**config.mk**
```make
export PLATFORM = sky130hd
export DESIGN_NAME = rtu_frame_address_crc_check_core
export DESIGN_NICKNAME = d
export VERILOG_FILES = /design/src/hdl/rtufc_pkg.sv /design/src/hdl/rtufc_apb_regs.sv /design/src/hdl/rtufc_frame_check.sv /design/src/hdl/rtu_frame_address_crc_check_core.sv
export SDC_FILE = /design/constraint.sdc
export NUM_CORES = 1
export LEC_CHECK = 0
export BUFFER_PORTS_ARGS = -buffer_cell sky130_fd_sc_hd__buf_2
export CORE_ASPECT_RATIO = 1.2
export CORE_UTILIZATION = 38
export CTS_BUF_LIST = sky130_fd_sc_hd__clkbuf_4
export CTS_CLUSTER_DIAMETER = 120
export DETAILED_ROUTE_END_ITERATION = 12
export PLACE_DENSITY = 0.66
export SLEW_MARGIN = 20
export SYNTH_ARGS = -nofsm -noshare
export SYNTH_HDL_FRONTEND = slang
export SYNTH_SLANG_ARGS = --single-unit
```
**constraint.sdc**
```tcl
create_clock -name clk -period 7.85 [get_ports clk]
set_clock_uncertainty 0.1 [all_clocks]
set_input_delay 0 -clock clk [delete_from_list [all_inputs] [get_ports clk]]
set_output_delay 0 -clock clk [all_outputs]
set_load 0.005 [all_outputs]
```
**src/hdl/rtufc_pkg.sv**
```systemverilog
// ----------------------------------------------------------------------------
// rtufc_pkg
// Shared types, constants and the byte-wide CRC-16/MODBUS update.
// ----------------------------------------------------------------------------
package rtufc_pkg;

	localparam logic [15:0] CRC_POLY  = 16'hA001;
	localparam logic [15:0] CRC_START = 16'hFFFF;

	localparam logic [7:0]  OWN_ADDRESS_RESET = 8'd1;

	// register index on the configuration port
	localparam logic        REG_OWN_ADDRESS = 1'b0;

	typedef enum logic [1:0] {
		STATUS_OK          = 2'd0,
		STATUS_BAD_ADDRESS = 2'd1,
		STATUS_BAD_CRC     = 2'd2
	} frame_status_t;

	// one byte through the reflected CRC, eight shift steps
	function automatic logic [15:0] crc_byte_update(input logic [15:0] crc,
			input logic [7:0] data);
		logic [15:0] c;
		c = crc ^ {8'h00, data};
		for (int i = 0; i < 8; i++) begin
			if (c[0]) begin
				c = (c >> 1) ^ CRC_POLY;
			end else begin
				c = c >> 1;
			end
		end
		return c;
	endfunction

endpackage

```
**src/hdl/rtufc_apb_regs.sv**
```systemverilog
// ----------------------------------------------------------------------------
// rtufc_apb_regs
// APB register bank holding the slave address.
// ----------------------------------------------------------------------------
module rtufc_apb_regs
	import rtufc_pkg::*;
(
	input  logic        clk,
	input  logic        arst_n,
	input  logic        psel,
	input  logic        penable,
	input  logic        pwrite,
	input  logic [2:0]  paddr,
	input  logic [31:0] pwdata,
	output logic [31:0] prdata,
	output logic        pready,
	output logic [7:0]  own_address
);

	logic [7:0] own_address_q;
	logic       wr_en;
	logic       reg_index;

	assign pready    = 1'b1;
	assign reg_index = paddr[2];
	assign wr_en     = psel && penable && pwrite && pready;

	always_ff @(posedge clk or negedge arst_n) begin
		if (!arst_n) begin
			own_address_q <= OWN_ADDRESS_RESET;
		end else if (wr_en && (reg_index == REG_OWN_ADDRESS)) begin
			own_address_q <= pwdata[7:0];
		end
	end

	always_comb begin
		if (reg_index == REG_OWN_ADDRESS) begin
			prdata = {24'h000000, own_address_q};
		end else begin
			prdata = 32'h00000000;
		end
	end

	assign own_address = own_address_q;

endmodule

```
**src/hdl/rtufc_frame_check.sv**
```systemverilog
// ----------------------------------------------------------------------------
// rtufc_frame_check
// Input register, running CRC and address flags, and result register.
// ----------------------------------------------------------------------------
module rtufc_frame_check
	import rtufc_pkg::*;
(
	input  logic       clk,
	input  logic       arst_n,
	input  logic [7:0] own_address,
	input  logic       in_valid,
	output logic       in_ready,
	input  logic [7:0] in_byte,
	input  logic       in_last,
	output logic       out_valid,
	input  logic       out_ready,
	output logic [1:0] out_status
);

	logic          valid_s1;
	logic [7:0]    byte_s1;
	logic          last_s1;
	logic [15:0]   crc_q;
	logic          at_start_q;
	logic          addr_match_q;
	logic          out_valid_q;
	frame_status_t status_q;

	logic          out_free;
	logic          adv_s1;
	logic          match_now;
	logic [15:0]   crc_next;
	frame_status_t status_next;

	assign out_free = !out_valid_q || out_ready;
	// a last byte waits until the result register has room
	assign adv_s1   = valid_s1 && (!last_s1 || out_free);
	assign in_ready = !valid_s1 || adv_s1;

	always_ff @(posedge clk or negedge arst_n) begin
		if (!arst_n) begin
			valid_s1 <= 1'b0;
		end else if (in_ready) begin
			valid_s1 <= in_valid;
		end
	end

	always_ff @(posedge clk) begin
		if (in_ready && in_valid) begin
			byte_s1 <= in_byte;
			last_s1 <= in_last;
		end
	end

	assign match_now = at_start_q ? (byte_s1 == own_address) : addr_match_q;
	assign crc_next  = crc_byte_update(crc_q, byte_s1);

	always_comb begin
		if (!match_now) begin
			status_next = STATUS_BAD_ADDRESS;
		end else if (crc_next != 16'h0000) begin
			status_next = STATUS_BAD_CRC;
		end else begin
			status_next = STATUS_OK;
		end
	end

	always_ff @(posedge clk or negedge arst_n) begin
		if (!arst_n) begin
			crc_q        <= CRC_START;
			at_start_q   <= 1'b1;
			addr_match_q <= 1'b0;
		end else if (adv_s1) begin
			if (last_s1) begin
				crc_q        <= CRC_START;
				at_start_q   <= 1'b1;
				addr_match_q <= 1'b0;
			end else begin
				crc_q        <= crc_next;
				at_start_q   <= 1'b0;
				addr_match_q <= match_now;
			end
		end
	end

	always_ff @(posedge clk or negedge arst_n) begin
		if (!arst_n) begin
			out_valid_q <= 1'b0;
		end else if (adv_s1 && last_s1) begin
			out_valid_q <= 1'b1;
		end else if (out_ready) begin
			out_valid_q <= 1'b0;
		end
	end

	always_ff @(posedge clk) begin
		if (adv_s1 && last_s1) begin
			status_q <= status_next;
		end
	end

	assign out_valid  = out_valid_q;
	assign out_status = status_q;

	a_result_after_last: assert property (@(posedge clk) disable iff (!arst_n)
		(adv_s1 && last_s1) |=> out_valid_q)
		else $error("no result after the last word of a frame");

	a_state_cleared: assert property (@(posedge clk) disable iff (!arst_n)
		(adv_s1 && last_s1) |=> (crc_q == CRC_START && at_start_q && !addr_match_q))
		else $error("frame state not cleared after the last word");

	a_s1_held: assert property (@(posedge clk) disable iff (!arst_n)
		(valid_s1 && !adv_s1) |=> (valid_s1 && $stable(byte_s1) && $stable(last_s1)))
		else $error("stalled input word lost");

	a_no_overwrite: assert property (@(posedge clk) disable iff (!arst_n)
		(out_valid_q && !out_ready) |-> !(adv_s1 && last_s1))
		else $error("pending result overwritten");

endmodule

```
**src/hdl/rtu_frame_address_crc_check_core.sv**
```systemverilog
// ----------------------------------------------------------------------------
// rtu_frame_address_crc_check_core
// Modbus RTU receive frame checker: slave address and CRC-16/MODBUS.
// ----------------------------------------------------------------------------
// Usage:
//   Feed the received frame bytes on the s_axis channel, address byte first,
//   the two CRC bytes last (low byte first), with s_axis_tlast on the final
//   byte. One status word per frame leaves on m_axis: 0 ok, 1 address
//   mismatch, 2 CRC error; the address check takes precedence.
//   The APB port holds the slave address at byte address 0 (reset 1).
// Timing:
//   One byte per cycle sustained, but a last byte waits in the input
//   register until the result register is free. A byte goes into the
//   input register, then through the byte-wide CRC update into the state
//   registers; the last byte's status goes into the result register.
// Reset and stalls:
//   arst_n clears the CRC to 0xFFFF and the frame flags. While m_axis_tready
//   is low a pending status holds; bytes of the next frame keep flowing
//   until its own last byte reaches the input register, which then holds
//   and drops s_axis_tready.
// ----------------------------------------------------------------------------
module rtu_frame_address_crc_check_core
	import rtufc_pkg::*;
(
	input  logic        clk,
	input  logic        arst_n,
	// configuration
	input  logic        psel,
	input  logic        penable,
	input  logic        pwrite,
	input  logic [2:0]  paddr,
	input  logic [31:0] pwdata,
	output logic [31:0] prdata,
	output logic        pready,
	// frame bytes
	input  logic        s_axis_tvalid,
	output logic        s_axis_tready,
	input  logic [7:0]  s_axis_tdata,   // [7:0] frame_byte
	input  logic        s_axis_tlast,   // frame_end
	// frame status
	output logic        m_axis_tvalid,
	input  logic        m_axis_tready,
	output logic [7:0]  m_axis_tdata    // [1:0] frame_status, [7:2] zero
);

	logic [7:0] own_address;
	logic [1:0] frame_status;

	rtufc_apb_regs u_regs (
		.clk         (clk),
		.arst_n      (arst_n),
		.psel        (psel),
		.penable     (penable),
		.pwrite      (pwrite),
		.paddr       (paddr),
		.pwdata      (pwdata),
		.prdata      (prdata),
		.pready      (pready),
		.own_address (own_address)
	);

	rtufc_frame_check u_check (
		.clk         (clk),
		.arst_n      (arst_n),
		.own_address (own_address),
		.in_valid    (s_axis_tvalid),
		.in_ready    (s_axis_tready),
		.in_byte     (s_axis_tdata),
		.in_last     (s_axis_tlast),
		.out_valid   (m_axis_tvalid),
		.out_ready   (m_axis_tready),
		.out_status  (frame_status)
	);

	assign m_axis_tdata = {6'b000000, frame_status};

endmodule
```
Word-level counts from Yosys, hierarchy flattened --
Cells that the tools add are included.
Word-level totals: logic and storage cells 50, output and inout port bits 43, flip-flop bits (word level) 39, bits of input ports 51
Operators by class: reduce and logical (&&, ||, !) cells 14, bitwise operators 10, equality and inequality tests 1, muxes and demuxes 16
Operator list (count):
- 16-bit 2-to-1 mux | 9
- 2-bit NOT with 3-bit output | 8
- 16-bit nonzero test | 1
- 16-bit by 8-bit bitwise XOR with 16-bit output | 1
- 8-bit equality test | 1
- 8-bit 2-to-1 mux | 1
- 1-bit logical AND | 6
- 1-bit 2-to-1 mux | 5
- 1-bit logical NOT | 3
- 1-bit logical OR | 3
- 2-bit 2-to-1 mux | 1
- 2-bit nonzero test | 1
- 1-bit NOT | 1

Logic depth before layout (Yosys ltp) --
depth in word-level cells 19, gate-level depth with buffers 10, gate-level depth less buffers 10

Hierarchy --
A second synthesis with hierarchy kept.
Unflattened totals: cells, all modules 176, area total of the unflattened synthesis 2119.5 sq um
By module, submodules not included:
- rtufc_frame_check | times used 1, sequential area each 852.1 sq um, area each 1490.2 sq um, cells an instance 117
- rtufc_apb_regs | times used 1, sequential area each 201.4 sq um, area each 580.6 sq um, cells an instance 52
- rtu_frame_address_crc_check_core | times used 1, sequential area each 0.0 sq um, area each 48.8 sq um, cells an instance 7

Worst setup path after synthesis --
No wires, ideal clock.
path type reg2reg, start point reg u_check.crc_q[2], end point reg u_check.status_q[1] (netlist: u_check.out_status[1]) (data pin), buffers on the path 0, arrival time 2543 ps, period minus slack after synthesis 2909 ps, setup time 266 ps, required time 7484 ps, cell stages (with the launch flop) 11, slack 4941 ps, cells stage by stage dfstp_2 > xnor2_2 > xnor2_2 > xnor3_2 > xor2_1 > ha_1 > xor2_1 > nor4bb_1 > nand2_1 > nor3_1 > a31oi_1
Between the ends: cells in the longest elaborated chain, start to end 13, elaborated cells on any way between the ends 16, those cells by class 9 x mux; 6 x bitwise; 1 x reduce/logical
RTL lines:
- start, declared | line rtufc_frame_check.sv:23 | logic [15:0] crc_q;
- start signal, assigned | line rtufc_frame_check.sv:79 | crc_q <= crc_next;
- 16-bit by 8-bit bitwise XOR with 16-bit output * | line rtufc_pkg.sv:25 | c = crc ^ {8'h00, data};
- 16-bit 2-to-1 mux * | line rtufc_pkg.sv:27 | if (c[0]) begin
- 2-bit NOT with 3-bit output (no line)
- 16-bit 2-to-1 mux * (6 in a row) | line rtufc_pkg.sv:27
- 2-bit NOT with 3-bit output (no line) or 16-bit 2-to-1 mux (tied branches)
- 16-bit 2-to-1 mux * | line rtufc_pkg.sv:27
- 16-bit nonzero test * | line rtufc_frame_check.sv:61 | end else if (crc_next != 16'h0000) begin
- 2-bit 2-to-1 mux * | line rtufc_frame_check.sv:61
- end signal, assigned | line rtufc_frame_check.sv:98 | status_q <= status_next;
- end, declared | line rtufc_frame_check.sv:27 | frame_status_t status_q;
Every way passes the cells marked *; elsewhere a longest branch is shown, timed or not. A chain may end at the register's enable or synchronous reset.

Worst setup path after layout --
start point reg u_check.byte_s1[1], end point reg u_check.status_q[1] (netlist: u_check.out_status[1]) (data pin)
Between the ends: cells in the longest elaborated chain, start to end 13, elaborated cells on any way between the ends 19, those cells by class 1 x eq/ne; 10 x mux; 7 x bitwise; 1 x reduce/logical
RTL lines:
- start, declared | line rtufc_frame_check.sv:21 | logic [7:0] byte_s1;
- start signal, assigned | line rtufc_frame_check.sv:50 | byte_s1 <= in_byte;
- 16-bit by 8-bit bitwise XOR with 16-bit output | line rtufc_pkg.sv:25
- 2-bit NOT with 3-bit output (no line)
- 16-bit 2-to-1 mux (3 in a row) | line rtufc_pkg.sv:27
- 16-bit 2-to-1 mux or 2-bit NOT with 3-bit output (tied branches) (4 in a row)
- 2-bit NOT with 3-bit output (no line) or 16-bit 2-to-1 mux (tied branches)
- 16-bit 2-to-1 mux | line rtufc_pkg.sv:27
- 16-bit nonzero test | line rtufc_frame_check.sv:61
- 2-bit 2-to-1 mux | line rtufc_frame_check.sv:61
Parallel ways exist; a longest one is shown, timed or not.

==> results by group <==
Placement
  • Placed Area: 2206 um2
  • Dpl hpwl: about 2600 um
  • Worst slack, placed: roughly 4.7 ns
  • Gp weighted congestion: around 0.81
  • Port Buffers: 36

Final layout
  • Final Cell Area: 2464 um2
  • Nets: ~300
  • Fill cells: 511
  • P&R area growth vs syn: 18.05%
  • # diodes: 0
  • Layout cells sized above 1: 0.3105
  • Multi-input gate area: 883.3 um2
  • Reg area: 1054 um2

Global routing
  • GRT Total Usage: 0.1368
  • First-pass GRT wire length: 6078 um
  • Vias in the first global route: 1,340
  • Largest net degree at the start of global routing: 29
  • Initial antenna violation count: 0
  • GRT overflow: 0

Drt
  • Vias/cell: ~4.5
  • DR WL/cell: 11.85 um
  • Initial DRC count: 34
  • Routed vias: 1,395
  • WL final: 3673 um
  • Remaining DRCs: 0
  • Post-DRT Antenna Nets: 0
  • Drt first pass iters: 4

Timing
  • Setup violations, final: 0
  • Fin crit share: 0.4021
  • Worst Setup Slack, final: around 4.7 ns
  • Slew HR: 0.5775
  • Peak Freq: approximately 320 MHz
  • Setup TNS: 0 ns
  • Fin Hold WS: 0.1134 ns
  • RSZ-0062 raised after global routing: false
  • Max Transition Viols Final: 0
  • Crit path time final: 3.157 ns
  • Final hold vios: 0
  • Worst Tran Pin Value: 0.6338 ns

CTS
  • Later-pin clock latency in the skew report: 0.35 ns
  • Clock Sinks: 39
  • Clk root buf: clkbuf_4
  • Clock transition at path regs: approximately 0.12 ns
  • CTS tree: built
  • CTS buffer count: 5
  • H-tree depth: 2
  • Cts repair resizes: 0
  • CTS max path bufs: 2
  • # Post-CTS Setup Buffers: 0
  • Cts-stage hold buffer count: 20

Synthesis
  • Area share of the largest cell type after synthesis: 0.2266
  • Most used DFF post-synth: dfstp_2
  • Cell taking the most area after synthesis: dfstp_2
  • Post-Syn Instances: 190
  • Commonest cells post-synth: 31 x buf_4, 20 x nand2_1, 18 x dfstp_2, 12 x xor2_1
  • Distinct cell type count after synthesis: 30
  • Most common cell in the netlist: buf_4
  • Post-synthesis register bit count: 39
  • Synthesized area per cell: 10.98 um2
  • Post-synth EDFFs: 11
  • Sequential cell area fraction in the yosys report: 0.5048
  • Synth top area cells: dfstp_2 23%, edfxtp_1 16%, dfrtp_1 12%
  • FFs w/ async S/R, synth: 0.7179
  • Syn Std Cell Area: 2087 um2
  • Synthesis Warnings: 0

Floorplanning
  • Row Count: 29
  • I/O Pins: 94
  • Die Y: 83.18 um
  • Core area: roughly 5300 um2
  • Die footprint: 5793 um2
  • Die width: 69.65 um
  • Starting Density: 0.3940

Critical path
  • CP endpoint kind: register
  • R2R Setup Slk: 4.69 ns
  • CP required: around 7.9 ns
  • Reg2Reg Depth: 10
  • Crit start category: register
  • Worst r2r dst: u_check.out_status[1]
  • Critical path arrival: 3.16 ns
  • Reg-to-Reg Start: u_check.byte_s1[1]
  • Crit-path max FO: 3
  • Setup CP Type: register to register

Pwr
  • Max IR drop VDD: 0.1360 mV
  • Pwr dens: 275.8 nW/um2
  • Pleak: 0.001097 uW
  • Power, Total: 679.4 uW

Flow run
  • Max Cap Viol: 0

Run status
  • Outcome: complete, no violations

Hold path
  • Worst hold path type: primary input to asynchronous set/reset pin
cell type report:
cell class | instances | area share
clock buffer | 7 | 0.02133
clock inverter | 1 | 0.002031
inverter | 3 | 0.004571
multi-input combinational | 142 | 0.3586
sequential | 39 | 0.4276
tap | 62 | 0.03149
timing repair buffer | 56 | 0.1544
report_power, final:
group	switching [uW]	internal (uW)	leakage, uW
clock	63.6	41.9	0.0000361
sequential	32.5	271	0.000415
combinational	138	132	0.000646
total	234	445	0.00110
stage by stage:
stage          cells    util
2_1_floorplan    219       -
3_3_place_gp     282  0.4164
3_5_place_dp     282  0.4164
4_1_cts          310  0.4650
5_1_grt          310  0.4650
6_report         310  0.4650
worst max-delay path, cell delays in order (launching register included):
cell	delay (ns)
edfxtp_1	0.43
xnor2_1	0.36
xnor2_2	0.20
xnor3_2	0.39
xor2_1	0.18
ha_1	0.37
xor2_1	0.19
nor4bb_1	0.28
nand2_1	0.09
nor3_1	0.21
a31oi_1	0.11
routing by layer:
layer / global-route usage / share of wire
met5: 0 / 0
met4: 0.05818 / 0.015
met3: 0.03519 / 0.043
met2: 0.2418 / 0.53
met1: 0.1550 / 0.41
cells in the final DEF, fill, tap and decap left out, drive strengths merged:
master,n
conb,31
and2,3
nor2b,9
xnor3,1
mux2,8
a31oi,4
o31ai,1
or3,1
inv,3
clkinv,1
dfrtp,10
xor2,12
nor4bb,1
edfxtp,11
nand2b,1
nor2,10
dfstp,18
nor4,3
dlygate4sd3,20
buf,36
nand3,1
xnor2,15
a21oi,8
clkbuf,7
o21ai,8
nand4b,2
nand2,20
ha,1
nor3,2
logic make-up after synthesis:
| logic type | Yosys count | share of synthesized area |
|---|---|---|
| and+or+nand+nor | 53 | 0.1253 |
| DFF | 39 | 0.5048 |
| buffers and inverters | 38 | 0.1241 |
| xor gates and xnor gates | 28 | 0.1391 |
| AOI/OAI and AO/OA | 21 | 0.05396 |
| muxes | 8 | 0.04317 |
| other | 2 | 0.003598 |
| adders and majority gates | 1 | 0.005994 |
flip-flops by register name (all words and copies together) (netlist names):
register	flops
u_check.crc_q	16
u_check.byte_s1	8
u_regs.own_address	8
u_check.out_status	2
u_check.addr_match_q	1
u_check.at_start_q	1
u_check.last_s1	1
u_check.out_valid	1
u_check.valid_s1	1
how the worst max path moves through the flow:
stage	start	to	slack, ns	depth (start not counted)
2_1_floorplan	u_check.crc_q[2]	u_check.out_status[1]	4.94	10
3_3_place_gp	u_check.byte_s1[0]	u_check.out_status[1]	4.68	10
3_5_place_dp	u_check.byte_s1[1]	u_check.out_status[1]	4.68	10
4_1_cts	u_check.byte_s1[1]	u_check.out_status[1]	4.66	10
5_1_grt	u_check.byte_s1[1]	u_check.out_status[1]	4.54	10
6_report	u_check.byte_s1[1]	u_check.out_status[1]	4.69	10
No activity file was read; power rests on OpenSTA's default activity.
